$ cat config.mk
export PLATFORM = sky130hd
export DESIGN_NAME = sha256_stream_hasher_unit_flat
export DESIGN_NICKNAME = d
export VERILOG_FILES = /design/src/design/sha256_pkg.sv /design/src/design/sha256_in_if.sv /design/src/design/sha256_out_if.sv /design/src/design/sha256_front.sv /design/src/design/sha256_core.sv /design/src/design/sha256_stream_hasher_unit.sv /design/src/flat_wrapper.sv
export SDC_FILE = /design/constraint.sdc
export NUM_CORES = 2
export LEC_CHECK = 0
export ABC_CLOCK_PERIOD_IN_PS = 15960
export BUFFER_PORTS_ARGS = -buffer_cell sky130_fd_sc_hd__clkbuf_2
export CAP_MARGIN = 20
export CORE_MARGIN = 2
export CORE_UTILIZATION = 67
export CTS_BUF_LIST = sky130_fd_sc_hd__clkbuf_8
export CTS_CLUSTER_DIAMETER = 150
export DETAILED_ROUTE_END_ITERATION = 7
export PLACE_DENSITY = 0.95
export SKIP_LAST_GASP = 1
export SLEW_MARGIN = 20
export SYNTH_ARGS = -nofsm -noshare
export SYNTH_HDL_FRONTEND = slang
export SYNTH_SLANG_ARGS = --single-unit
$ cat constraint.sdc
create_clock -name clk -period 15.96 [get_ports clk]
set_clock_uncertainty 0.15 [all_clocks]
set_input_delay 1.596 -clock clk [delete_from_list [all_inputs] [get_ports clk]]
set_output_delay 1.596 -clock clk [all_outputs]
set_load 0.05 [all_outputs]
$ cat src/design/sha256_pkg.sv
`timescale 1ns / 1ps
`default_nettype none
package sha256_pkg;

	typedef enum logic [2:0] {
		ST_IDLE,
		ST_PAD80,
		ST_ZERO,
		ST_LEN,
		ST_ROUND,
		ST_ADD,
		ST_OUT
	} core_state_t;

	typedef struct packed {
		logic [7:0] data_byte;
		logic       byte_present;
		logic       end_of_message;
	} item_t;

	typedef struct packed {
		logic  valid;
		item_t item;
	} qhead_t;

	localparam logic [7:0] PAD_MARK = 8'h80;
	localparam logic [5:0] LEN_SLOT = 6'd56;

	function automatic logic [31:0] rotr(input logic [31:0] x, input int n);
		rotr = (x >> n) | (x << (32 - n));
	endfunction

	function automatic logic [31:0] init_hash(input logic [2:0] i);
		case (i)
			3'd0: init_hash = 32'h6a09e667;
			3'd1: init_hash = 32'hbb67ae85;
			3'd2: init_hash = 32'h3c6ef372;
			3'd3: init_hash = 32'ha54ff53a;
			3'd4: init_hash = 32'h510e527f;
			3'd5: init_hash = 32'h9b05688c;
			3'd6: init_hash = 32'h1f83d9ab;
			default: init_hash = 32'h5be0cd19;
		endcase
	endfunction

	function automatic logic [31:0] round_k(input logic [5:0] r);
		case (r)
			6'd0: round_k = 32'h428a2f98;  6'd1: round_k = 32'h71374491;
			6'd2: round_k = 32'hb5c0fbcf;  6'd3: round_k = 32'he9b5dba5;
			6'd4: round_k = 32'h3956c25b;  6'd5: round_k = 32'h59f111f1;
			6'd6: round_k = 32'h923f82a4;  6'd7: round_k = 32'hab1c5ed5;
			6'd8: round_k = 32'hd807aa98;  6'd9: round_k = 32'h12835b01;
			6'd10: round_k = 32'h243185be; 6'd11: round_k = 32'h550c7dc3;
			6'd12: round_k = 32'h72be5d74; 6'd13: round_k = 32'h80deb1fe;
			6'd14: round_k = 32'h9bdc06a7; 6'd15: round_k = 32'hc19bf174;
			6'd16: round_k = 32'he49b69c1; 6'd17: round_k = 32'hefbe4786;
			6'd18: round_k = 32'h0fc19dc6; 6'd19: round_k = 32'h240ca1cc;
			6'd20: round_k = 32'h2de92c6f; 6'd21: round_k = 32'h4a7484aa;
			6'd22: round_k = 32'h5cb0a9dc; 6'd23: round_k = 32'h76f988da;
			6'd24: round_k = 32'h983e5152; 6'd25: round_k = 32'ha831c66d;
			6'd26: round_k = 32'hb00327c8; 6'd27: round_k = 32'hbf597fc7;
			6'd28: round_k = 32'hc6e00bf3; 6'd29: round_k = 32'hd5a79147;
			6'd30: round_k = 32'h06ca6351; 6'd31: round_k = 32'h14292967;
			6'd32: round_k = 32'h27b70a85; 6'd33: round_k = 32'h2e1b2138;
			6'd34: round_k = 32'h4d2c6dfc; 6'd35: round_k = 32'h53380d13;
			6'd36: round_k = 32'h650a7354; 6'd37: round_k = 32'h766a0abb;
			6'd38: round_k = 32'h81c2c92e; 6'd39: round_k = 32'h92722c85;
			6'd40: round_k = 32'ha2bfe8a1; 6'd41: round_k = 32'ha81a664b;
			6'd42: round_k = 32'hc24b8b70; 6'd43: round_k = 32'hc76c51a3;
			6'd44: round_k = 32'hd192e819; 6'd45: round_k = 32'hd6990624;
			6'd46: round_k = 32'hf40e3585; 6'd47: round_k = 32'h106aa070;
			6'd48: round_k = 32'h19a4c116; 6'd49: round_k = 32'h1e376c08;
			6'd50: round_k = 32'h2748774c; 6'd51: round_k = 32'h34b0bcb5;
			6'd52: round_k = 32'h391c0cb3; 6'd53: round_k = 32'h4ed8aa4a;
			6'd54: round_k = 32'h5b9cca4f; 6'd55: round_k = 32'h682e6ff3;
			6'd56: round_k = 32'h748f82ee; 6'd57: round_k = 32'h78a5636f;
			6'd58: round_k = 32'h84c87814; 6'd59: round_k = 32'h8cc70208;
			6'd60: round_k = 32'h90befffa; 6'd61: round_k = 32'ha4506ceb;
			6'd62: round_k = 32'hbef9a3f7;
			default: round_k = 32'hc67178f2;
		endcase
	endfunction

endpackage
`default_nettype wire

$ cat src/design/sha256_in_if.sv
`timescale 1ns / 1ps
`default_nettype none
interface sha256_in_if;
	logic       valid;
	logic       ready;
	logic [7:0] data_byte;
	logic       byte_present;
	logic       end_of_message;

	modport source(output valid, data_byte, byte_present, end_of_message, input ready);
	modport sink(input valid, data_byte, byte_present, end_of_message, output ready);
endinterface
`default_nettype wire

$ cat src/design/sha256_out_if.sv
`timescale 1ns / 1ps
`default_nettype none
interface sha256_out_if;
	logic        valid;
	logic        ready;
	logic [31:0] digest_word;
	logic [2:0]  word_index;
	logic        last_word;

	modport source(output valid, digest_word, word_index, last_word, input ready);
	modport sink(input valid, digest_word, word_index, last_word, output ready);
endinterface
`default_nettype wire

$ cat src/design/sha256_front.sv
`timescale 1ns / 1ps
`default_nettype none
module sha256_front
	import sha256_pkg::*;
(
	input  wire logic   clk,
	input  wire logic   arst_n,
	sha256_in_if.sink   data_in,
	output qhead_t      head,
	input  wire logic   pop
);

	item_t      slot_q [2];
	logic       wr_ptr_q;
	logic       rd_ptr_q;
	logic [1:0] cnt_q;
	logic       accept;
	logic       push;
	logic       take;

	// Items with neither a byte nor an end mark change nothing and are dropped here.
	assign data_in.ready = (cnt_q != 2'd2);
	assign accept = data_in.valid && data_in.ready;
	assign push = accept && (data_in.byte_present || data_in.end_of_message);
	assign take = pop && (cnt_q != 2'd0);
	assign head.valid = (cnt_q != 2'd0);
	assign head.item = slot_q[rd_ptr_q];

	always_ff @(posedge clk) begin
		if (push) begin
			slot_q[wr_ptr_q] <= '{data_byte: data_in.data_byte,
				byte_present: data_in.byte_present,
				end_of_message: data_in.end_of_message};
		end
	end

	always_ff @(posedge clk or negedge arst_n) begin
		if (!arst_n) begin
			wr_ptr_q <= 1'b0;
			rd_ptr_q <= 1'b0;
			cnt_q <= 2'd0;
		end else begin
			if (push) wr_ptr_q <= !wr_ptr_q;
			if (take) rd_ptr_q <= !rd_ptr_q;
			cnt_q <= cnt_q + {1'b0, push} - {1'b0, take};
		end
	end

	a_cnt_bound: assert property (@(posedge clk) disable iff (!arst_n)
		cnt_q != 2'd3) else $error("queue count out of range");
	a_ptr_match: assert property (@(posedge clk) disable iff (!arst_n)
		(cnt_q == 2'd0 || cnt_q == 2'd2) |-> (wr_ptr_q == rd_ptr_q))
		else $error("queue pointers disagree with count");
	a_no_pop_empty: assert property (@(posedge clk) disable iff (!arst_n)
		(cnt_q == 2'd0 && !push) |=> (cnt_q == 2'd0))
		else $error("queue count changed while empty");

endmodule
`default_nettype wire

$ cat src/design/sha256_core.sv
`timescale 1ns / 1ps
`default_nettype none
module sha256_core
	import sha256_pkg::*;
(
	input  wire logic  clk,
	input  wire logic  arst_n,
	input  qhead_t     head,
	output logic       pop,
	sha256_out_if.source digest_out
);

	core_state_t st_q, st_d, ret_q, follow;
	logic [31:0] hash_q [8];
	logic [31:0] win_q [16];
	logic [31:0] a_q, b_q, c_q, d_q, e_q, f_q, g_q, h_q;
	logic [63:0] total_q;
	logic [63:0] len_q;
	logic [2:0]  len_cnt_q;
	logic [23:0] word_q;
	logic [5:0]  round_q;
	logic [2:0]  idx_q;
	logic        ov_q;
	logic [31:0] od_q;
	logic [2:0]  oi_q;
	logic        ol_q;

	logic        absorb;
	logic [7:0]  abyte;
	logic        cap_len;
	logic        out_load;
	logic        restart;
	logic [31:0] new_word;
	logic [31:0] w_next;
	logic [31:0] t1, t2;
	logic [5:0]  pos_next;

	assign pos_next = total_q[5:0] + 6'd1;
	assign new_word = {word_q, abyte};
	assign w_next = (rotr(win_q[14], 17) ^ rotr(win_q[14], 19) ^ (win_q[14] >> 10))
		+ win_q[9]
		+ (rotr(win_q[1], 7) ^ rotr(win_q[1], 18) ^ (win_q[1] >> 3))
		+ win_q[0];
	assign t1 = h_q + (rotr(e_q, 6) ^ rotr(e_q, 11) ^ rotr(e_q, 25))
		+ ((e_q & f_q) ^ (~e_q & g_q)) + round_k(round_q) + win_q[0];
	assign t2 = (rotr(a_q, 2) ^ rotr(a_q, 13) ^ rotr(a_q, 22))
		+ ((a_q & b_q) ^ (a_q & c_q) ^ (b_q & c_q));

	always_comb begin
		st_d = st_q;
		follow = st_q;
		absorb = 1'b0;
		abyte = 8'd0;
		cap_len = 1'b0;
		out_load = 1'b0;
		restart = 1'b0;
		pop = 1'b0;
		case (st_q)
			ST_IDLE: begin
				if (head.valid) begin
					pop = 1'b1;
					if (head.item.byte_present) begin
						absorb = 1'b1;
						abyte = head.item.data_byte;
						follow = head.item.end_of_message ? ST_PAD80 : ST_IDLE;
					end else begin
						st_d = ST_PAD80;
					end
				end
			end
			ST_PAD80: begin
				absorb = 1'b1;
				abyte = PAD_MARK;
				cap_len = 1'b1;
				follow = (pos_next == LEN_SLOT) ? ST_LEN : ST_ZERO;
			end
			ST_ZERO: begin
				absorb = 1'b1;
				follow = (pos_next == LEN_SLOT) ? ST_LEN : ST_ZERO;
			end
			ST_LEN: begin
				absorb = 1'b1;
				abyte = len_q[63:56];
				follow = (len_cnt_q == 3'd7) ? ST_OUT : ST_LEN;
			end
			ST_ROUND: begin
				if (round_q == 6'd63) st_d = ST_ADD;
			end
			ST_ADD: begin
				st_d = ret_q;
			end
			ST_OUT: begin
				if (!ov_q || digest_out.ready) begin
					out_load = 1'b1;
					if (idx_q == 3'd7) begin
						restart = 1'b1;
						st_d = ST_IDLE;
					end
				end
			end
			default: st_d = ST_IDLE;
		endcase
		if (absorb) st_d = (total_q[5:0] == 6'd63) ? ST_ROUND : follow;
	end

	always_ff @(posedge clk or negedge arst_n) begin
		if (!arst_n) begin
			st_q <= ST_IDLE;
			ret_q <= ST_IDLE;
			total_q <= '0;
			round_q <= '0;
			len_cnt_q <= '0;
			idx_q <= '0;
			ov_q <= 1'b0;
			for (int i = 0; i < 8; i++) hash_q[i] <= init_hash(3'(i));
		end else begin
			st_q <= st_d;
			if (absorb) begin
				ret_q <= follow;
				total_q <= total_q + 64'd1;
			end
			if (absorb && total_q[5:0] == 6'd63) round_q <= '0;
			else if (st_q == ST_ROUND) round_q <= round_q + 6'd1;
			if (cap_len) len_cnt_q <= '0;
			else if (st_q == ST_LEN) len_cnt_q <= len_cnt_q + 3'd1;
			if (st_q == ST_ADD) begin
				hash_q[0] <= hash_q[0] + a_q;
				hash_q[1] <= hash_q[1] + b_q;
				hash_q[2] <= hash_q[2] + c_q;
				hash_q[3] <= hash_q[3] + d_q;
				hash_q[4] <= hash_q[4] + e_q;
				hash_q[5] <= hash_q[5] + f_q;
				hash_q[6] <= hash_q[6] + g_q;
				hash_q[7] <= hash_q[7] + h_q;
			end
			if (out_load) begin
				ov_q <= 1'b1;
				idx_q <= idx_q + 3'd1;
			end else if (digest_out.ready) begin
				ov_q <= 1'b0;
			end
			if (restart) begin
				total_q <= '0;
				for (int i = 0; i < 8; i++) hash_q[i] <= init_hash(3'(i));
			end
		end
	end

	always_ff @(posedge clk) begin
		if (cap_len) len_q <= {total_q[60:0], 3'b000};
		else if (st_q == ST_LEN) len_q <= {len_q[55:0], 8'd0};
		if (absorb) begin
			word_q <= new_word[23:0];
			if (total_q[1:0] == 2'd3) begin
				for (int i = 0; i < 15; i++) win_q[i] <= win_q[i + 1];
				win_q[15] <= new_word;
			end
			if (total_q[5:0] == 6'd63) begin
				a_q <= hash_q[0]; b_q <= hash_q[1]; c_q <= hash_q[2]; d_q <= hash_q[3];
				e_q <= hash_q[4]; f_q <= hash_q[5]; g_q <= hash_q[6]; h_q <= hash_q[7];
			end
		end
		if (st_q == ST_ROUND) begin
			for (int i = 0; i < 15; i++) win_q[i] <= win_q[i + 1];
			win_q[15] <= w_next;
			h_q <= g_q; g_q <= f_q; f_q <= e_q; e_q <= d_q + t1;
			d_q <= c_q; c_q <= b_q; b_q <= a_q; a_q <= t1 + t2;
		end
		if (out_load) begin
			od_q <= hash_q[idx_q];
			oi_q <= idx_q;
			ol_q <= (idx_q == 3'd7);
		end
	end

	assign digest_out.valid = ov_q;
	assign digest_out.digest_word = od_q;
	assign digest_out.word_index = oi_q;
	assign digest_out.last_word = ol_q;

	a_round_only: assert property (@(posedge clk) disable iff (!arst_n)
		(round_q != 6'd0) |-> (st_q == ST_ROUND || st_q == ST_ADD && round_q == 6'd0))
		else $error("round counter running outside compression");
	a_round_end: assert property (@(posedge clk) disable iff (!arst_n)
		(st_q == ST_ROUND && round_q == 6'd63) |=> (st_q == ST_ADD))
		else $error("compression did not end after the last round");
	a_add_aligned: assert property (@(posedge clk) disable iff (!arst_n)
		(st_q == ST_ADD) |-> (total_q[5:0] == 6'd0))
		else $error("block finished with a partial block count");
	a_out_last: assert property (@(posedge clk) disable iff (!arst_n)
		(out_load && idx_q == 3'd7) |=> (st_q == ST_IDLE && total_q == 64'd0))
		else $error("message state not restarted after the last word");

endmodule
`default_nettype wire

$ cat src/design/sha256_stream_hasher_unit.sv
`timescale 1ns / 1ps
`default_nettype none
// Channel     Role    Payload
// data_in     sink    data_byte, byte_present, end_of_message
// digest_out  source  digest_word, word_index, last_word
//
// The engine absorbs queued bytes while idle; each full 64-byte block is then
// compressed by 64 rounds of the single round unit plus the hash update.
// A message end adds 9 to 72 padding bytes, one or two blocks, and 8 output words;
// the output stalls for as long as digest_out holds a word without ready.
// A two-item queue lets input be taken while the engine compresses or outputs.
// Reset loads the initial hash and clears the length; no clearing pass is needed.
module sha256_stream_hasher_unit
	import sha256_pkg::*;
(
	input  wire logic    clk,
	input  wire logic    arst_n,
	sha256_in_if.sink    data_in,
	sha256_out_if.source digest_out
);

	qhead_t head;
	logic   pop;

	sha256_front u_front (
		.clk     (clk),
		.arst_n  (arst_n),
		.data_in (data_in),
		.head    (head),
		.pop     (pop)
	);

	sha256_core u_core (
		.clk        (clk),
		.arst_n     (arst_n),
		.head       (head),
		.pop        (pop),
		.digest_out (digest_out)
	);

endmodule
`default_nettype wire
$ cat src/flat_wrapper.sv
// flat-port wrapper written by rule: the top's interface ports become plain ports
module sha256_stream_hasher_unit_flat import sha256_pkg::*;
  (clk, arst_n, data_in_valid, data_in_data_byte, data_in_byte_present, data_in_end_of_message, data_in_ready, digest_out_valid, digest_out_digest_word, digest_out_word_index, digest_out_last_word, digest_out_ready);
  sha256_in_if data_in_i ();
  sha256_out_if digest_out_i ();
  input  wire logic clk;
  input  wire logic arst_n;
  input wire logic [$bits(data_in_i.valid)-1:0] data_in_valid;
  input wire logic [$bits(data_in_i.data_byte)-1:0] data_in_data_byte;
  input wire logic [$bits(data_in_i.byte_present)-1:0] data_in_byte_present;
  input wire logic [$bits(data_in_i.end_of_message)-1:0] data_in_end_of_message;
  output wire logic [$bits(data_in_i.ready)-1:0] data_in_ready;
  output wire logic [$bits(digest_out_i.valid)-1:0] digest_out_valid;
  output wire logic [$bits(digest_out_i.digest_word)-1:0] digest_out_digest_word;
  output wire logic [$bits(digest_out_i.word_index)-1:0] digest_out_word_index;
  output wire logic [$bits(digest_out_i.last_word)-1:0] digest_out_last_word;
  input wire logic [$bits(digest_out_i.ready)-1:0] digest_out_ready;
  assign data_in_i.valid = data_in_valid;
  assign data_in_i.data_byte = data_in_data_byte;
  assign data_in_i.byte_present = data_in_byte_present;
  assign data_in_i.end_of_message = data_in_end_of_message;
  assign data_in_ready = data_in_i.ready;
  assign digest_out_valid = digest_out_i.valid;
  assign digest_out_digest_word = digest_out_i.digest_word;
  assign digest_out_word_index = digest_out_i.word_index;
  assign digest_out_last_word = digest_out_i.last_word;
  assign digest_out_i.ready = digest_out_ready;
  sha256_stream_hasher_unit u_core (.clk(clk), .arst_n(arst_n), .data_in(data_in_i), .digest_out(digest_out_i));
endmodule
# --- Yosys cells after proc, flatten, opt, wreduce, memory -nomap -nowiden ---
# Memories as Yosys holds them, arrays and structs flattened.
# Index checks and enable logic that the tools add are counted.
classes:
  n_addsub: 25
  magnitude_cmp: 1
  n_eq_ne: 19
  n_mux: 90
  n_bitwise: 44
  reduce_logical: 22
ops:
  columns: ["cell", "n"]
  rows:
  - ["2-to-1 mux 32 bit", 42]
  - ["adder 32 bit", 18]
  - ["2-to-1 mux 256 bit", 2]
  - ["bitwise XOR 32 bit", 9]
  - ["2-to-1 mux 64 bit", 4]
  - ["AND 32 bit", 5]
  - ["binary-select mux 32 bit (select 3 bit)", 1]
  - ["adder 64 x 1 -> 64 bit, second input constant", 1]
  - ["2-to-1 mux 3 bit", 12]
  - ["inverter 32 bit", 1]
  - ["OR 10 x 32 -> 32 bit", 1]
  - ["OR 13 x 32 -> 32 bit", 1]
  - ["OR 14 x 32 -> 32 bit", 1]
  - ["OR 15 x 32 -> 32 bit", 1]
  - ["OR 19 x 32 -> 32 bit", 1]
  - ["OR 21 x 32 -> 32 bit", 1]
  - ["OR 25 x 32 -> 32 bit", 1]
  - ["OR 26 x 32 -> 32 bit", 1]
  - ["OR 30 x 32 -> 32 bit", 1]
  - ["OR 7 x 32 -> 32 bit", 1]
  - ["bitwise XOR 32 x 22 -> 32 bit", 1]
  - ["bitwise XOR 32 x 29 -> 32 bit", 1]
  - ["one-hot mux 8 bit (3 select lines)", 1]
  - ["2-to-1 mux 1 bit", 21]
  - ["29 further kinds", 72]
word_totals:
  register_bits: 720
  mem_bits_rw: 532
  mem_bits_ro: 2048
  input_bits: 14
  output_inout_bits: 38
  word_cells: 235
  n_memories: 3
mem_list:
  columns: ["name", "depth", "width", "rd", "rd_ports_with_merged_regs", "write_ports", "line_no", "source"]
  rows:
  - ["(name not given)", 64, 32, 1, 0, 0, "sha256_pkg.sv:47", "case (r)"]
  - ["u_core.u_core.win_q", 16, 32, 16, 0, 16, "sha256_core.sv:15", "logic [31:0] win_q [16];"]
  - ["u_core.u_front.slot_q", 2, 10, 1, 0, 1, "sha256_front.sv:13", "item_t slot_q [2];"]

# --- Depth between registers and ports, before layout ---
depth:
  word_depth: 9
  ltp_mapped: 39
  depth_no_buf: 38

# --- By module ---
# Synthesis repeated with hierarchy kept, for this count alone.
unflattened:
  cells_unflattened: 7005
  area_unflattened_um2: 75200.9
by_module_without_submodules:
  columns: ["module", "n_inst", "cells_each", "area_per_inst_um2", "seq_area_each_um2"]
  rows:
  - ["sha256_core", 1, 6950, 74256.2, 35273.8]
  - ["sha256_front", 1, 55, 944.7, 700.7]

# --- Least setup slack after synthesis ---
# Ideal clock, no wire load.
synth_path:
  path_type: "register -> register"
  start: "register u_core.u_core.st_q[0]"
  end: "memory u_core.u_core.win_q[0][0], enable pin"
  arrival_ns: 13.594
  path_slack_ns: 1.315
  stages_incl_launch_ff: 12
  period_less_slack_ns: 14.645
  path_cell_list: "dfrtp_1 buf_6 or2_1 or3_1 buf_6 and2_4 buf_6 clkinv_4 clkbuf_1 nand2_1 clkbuf_1 nand2_1"
synth_rtl:
  columns: ["item", "line_no", "source"]
  rows:
  - ["start: declaration", "sha256_core.sv:13", "core_state_t st_q, st_d, ret_q, follow;"]
  - ["start signal: assignment", "sha256_core.sv:117", "st_q <= st_d;"]
  - ["end: declaration", "sha256_core.sv:15", null]

# --- Worst setup path after layout ---
layout_path:
  start: "register u_core.u_core.round_q[1]"
  end: "register u_core.u_core.a_q[29], data pin"
layout_via:
  elab_chain_cells: 5
layout_lines:
  columns: ["item", "line_no", "source"]
  rows:
  - ["start: declaration", "sha256_core.sv:21", "logic [5:0] round_q;"]
  - ["start signal: assignment", "sha256_core.sv:123", "else if (st_q == ST_ROUND) round_q <= round_q + 6'd1;"]
  - ["memory (64 x 32 bit)", null, null]
  - ["adder 32 bit (2 in series)", "sha256_core.sv:45", "+ ((e_q & f_q) ^ (~e_q & g_q)) + round_k(round_q) + win_q[0];"]
  - ["adder 32 bit", "sha256_core.sv:167", "d_q <= c_q; c_q <= b_q; b_q <= a_q; a_q <= t1 + t2;"]
  - ["2-to-1 mux 32 bit", "sha256_core.sv:163", "if (st_q == ST_ROUND) begin"]
  - ["end signal: assignment", "sha256_core.sv:159", "a_q <= hash_q[0]; b_q <= hash_q[1]; c_q <= hash_q[2]; d_q <= hash_q[3];"]
  - ["end signal: assignment", "sha256_core.sv:167", null]
  - ["end: declaration", "sha256_core.sv:16", "logic [31:0] a_q, b_q, c_q, d_q, e_q, f_q, g_q, h_q;"]
# No other way between the ends.
# A chain may end at the register's enable or synchronous reset.

==> impl_metrics.yaml <==
status:
  outcome: "complete, no violations"
worst_hold_path:
  holdCritPathClass: "register to register"
  worstHoldPathCells: 0
  holdPathEnd: "u_core.u_core.win_q[1][87]"
  hold_start: "u_core.u_core.win_q[1][119]"
die:
  core_area_um2: 110800
  start_util_pct: 67.62
  fp.dieW_um: 338.4
  die_y_um: 338.4
  ios: 52
  dieArea_um2: 114500
  row_count: 122
sta:
  setup_viol: 0
  worst_slack_ns: 6.258
  hold_viol_final: 0
  hold_ws_ns: 0.2488
  post-route-min-period_ns: 9.702
  drv_slew: 0
  worst_slew_pin_slew_ns: 1.186
  final.period_utilization_pct: 60.79
  clock.fmax_mhz: 103.1
  rsz0062_at_grt: "no"
  setup-tns-final_ns: 0
  relSlewSlack_pct: 20.06
logic_synthesis:
  synth.avg_cell_area_um2: 10.72
  synthFlopType: "edfxtp_1"
  synth_adder_area_share_pct: 12.04
  ys_ff_latch: 1249
  netlist_area_um2: 74940
  synth_mux_area_share_pct: 4.171
  synthSimpleGateAreaFrac_pct: 11.67
  yosys_warnings: 0
  synth_top_family_by_area: "compound AO/OA/AOI/OAI gates"
  synth_xor_area_share_pct: 7.126
  synth_edf_count: 909
  synth_cells: 6991
  ys_types: 91
  synth_compound_area_share_pct: 13.27
  yosysSeqAreaShare_pct: 48.00
  async_flop_share_pct: 27.22
  synthesis.nets: 7607
setup_path:
  crit_type: "register to register"
  path_buf_inv: 3
  slowest_delay_ns: 0.88
  reg2reg_from: "u_core.u_core.round_q[1]"
  required_ns: 16.50
  worst-path-max-fanout: 21
  critical_path.slowest_cell: "dfrtp_1"
  r2r_slack_ns: 6.26
  crit_top_cell: "a21oi_1"
  critPathLaunchType: "register"
  r2r_cells: 36
  crit_family: "compound AO/OA/AOI/OAI gates"
  arrival_ns: 10.25
  r2r-end: "u_core.u_core.a_q[29]"
  critPathCaptureType: "register"
detailed_routing:
  dr.pass1.iters: 8
  wl_per_cell_um: 26.59
  drtIter0Drc: 8666
  drt-total-wl_um: 229900
  drc: 0
  via_per_inst: 6.741
  ant_nets: 0
  via_count: 58280
final_layout:
  register_area_um2: 35980
  drive_gt1_share_pct: 10.64
  nNetsFinal: 7591
  final_cells: 8645
  n_fill_cell: 7259
  syn2layout_area_growth_pct: 7.333
  multi_input_area_um2: 36270
global_routing:
  grt_pass1_vias: 56600
  grt_max_degree: 225
  grt_pass1_wl_um: 343600
  grt_overflow_total: 0
  track_usage_pct: 39.73
  antenna_found_initial: 11
place:
  place_inst: 8260
  dp_hpwl_um: 164700
  gp_congestion: 1.039
  io_buffers: 51
  dpl_worst_slack_ns: 6.479
clocking:
  cts-root-buf: "clkbuf_8"
  clk_pin_slew_ns: 0.06
  postCtsHoldBufs: 0
  cts_tree: "done"
  post_cts.repair.setup_buffers: 0
  cts-resized-gates: 0
  numCtsBuffers: 200
  htreeDepth: 4
  cts_max_path_buffers: 3
  cts.sinks: 1249
  clk_latency_ns: 0.98
power_and_ir_drop:
  p_total_uw: 6317
  power_density_nw_per_um2: 78.53
  vdd_drop_max_mv: 0.08818
  p_leak_uw: 0.03452
job:
  drv_cap: 0
[area by class of cell]
| type | instances | share of cell area, % |
|---|---|---|
| Sequential cell | 1249 | 44.74 |
| Tap cell | 1488 | 2.315 |
| Antenna cell | 6 | 0.01867 |
| Inverter | 413 | 1.934 |
| Timing Repair Buffer | 100 | 0.8898 |
| Clock buffer | 229 | 3.918 |
| Clock inverter | 149 | 1.095 |
| Multi-Input combinational cell | 5011 | 45.09 |
[sequential cells by signal, indices dropped and copies added, names as in the netlist, 6 cells and up]
signal,count
u_core.u_core.c_q,32
u_core.u_core.g_q,32
u_core.u_core.total_q,61
u_core.u_core.win_q,512
u_core.u_core.f_q,32
u_core.u_core.word_q,24
u_core.u_core.d_q,32
u_core.u_core.h_q,32
u_core.u_core.len_q,61
u_core.u_core.b_q,32
u_core.u_core.round_q,6
u_core.u_core.hash_q,256
u_core.u_core.e_q,32
u_core.u_front.slot_q,20
u_core.u_core.digest_out.digest_word,32
u_core.u_core.a_q,32
[worst max path at each step]
stage / startpoint / endpoint / slack [ns] / depth (start not counted)
after floorplan: u_core.u_core.st_q[0] / u_core.u_core.win_q[0][0] / 1.31 / 11
after global placement: u_core.u_core.round_q[1] / u_core.u_core.a_q[31] / 6.56 / 35
after detailed placement: u_core.u_core.round_q[1] / u_core.u_core.a_q[31] / 6.48 / 35
after CTS: u_core.u_core.round_q[1] / u_core.u_core.a_q[31] / 6.49 / 35
after global routing: u_core.u_core.round_q[1] / u_core.u_core.a_q[31] / 5.74 / 35
final: u_core.u_core.round_q[1] / u_core.u_core.a_q[29] / 6.26 / 36
[logic make-up (layout without fill, tap and decap cells)]
group,after synthesis,in the layout
AND/OR/NAND/NOR,1970,1970
AO/OA/AOI/OAI,1613,1613
flip-flops,1249,1249
buffers and inverters,731,891
XOR/XNOR,608,608
adder cells (fa/ha/maj),605,605
multiplexers,215,215
other,0,6
[Yosys cell counts (all sizes together), types with 17 or more instances]
cell	n	area share, %
a211oi	64	0.64
a21o	176	1.8
a21oi	443	3.0
a31oi	49	0.41
and2	31	0.26
and3	45	0.38
buf	47	0.29
clkbuf	271	1.4
dfrtp	204	6.8
dfstp	136	4.8
edfxtp	909	36
fa	195	5.2
ha	407	6.8
inv	410	2.1
mux2	118	1.8
mux2i	31	0.41
mux4	66	2.0
nand2	985	5.0
nand2b	72	0.60
nand3	163	1.1
nand4	22	0.19
nor2	389	2.0
nor2b	35	0.29
nor3	101	0.70
o211ai	38	0.38
o21a	56	0.56
o21ai	500	3.3
o21bai	47	0.47
o31ai	43	0.43
or2	17	0.14
or3	46	0.39
xnor2	361	4.2
xor2	246	2.9
[routing by layer]
metal  wire [µm]  GRT usage [%]  up-vias
met5         100              0        -
li1            -              -    24900
met1       82400          51.13    28140
met2      100600          59.01     4186
met4       16630          23.90       14
met3       30170          12.81     1034
[placed cells by master, fill, tap and decap left out, types with 195 or more instances in the layout]
cell / n
dfrtp_1: 198
a21oi_1: 443
o21ai_0: 497
xnor2_1: 361
clkbuf_8: 229
xor2_1: 246
nand2_1: 976
fa_1: 195
ha_1: 407
inv_1: 473
nor2_1: 383
edfxtp_1: 909
[power by group]
| part | internal, µW | switching [µW] |
|---|---|---|
| registers | 3470 | 8.68 |
| logic | 11.5 | 37.1 |
| clock network | 1410 | 1380 |
[stage by stage]
| step | util, % | cell area [µm²] |
|---|---|---|
| floorplan | - | 74940 |
| global placement | 68.90 | 76350 |
| detailed placement | 68.90 | 76350 |
| CTS | 72.53 | 80380 |
| global route | 72.58 | 80430 |
| finish | 72.58 | 80440 |
Note: power is estimated with default switching activity, not from simulation.
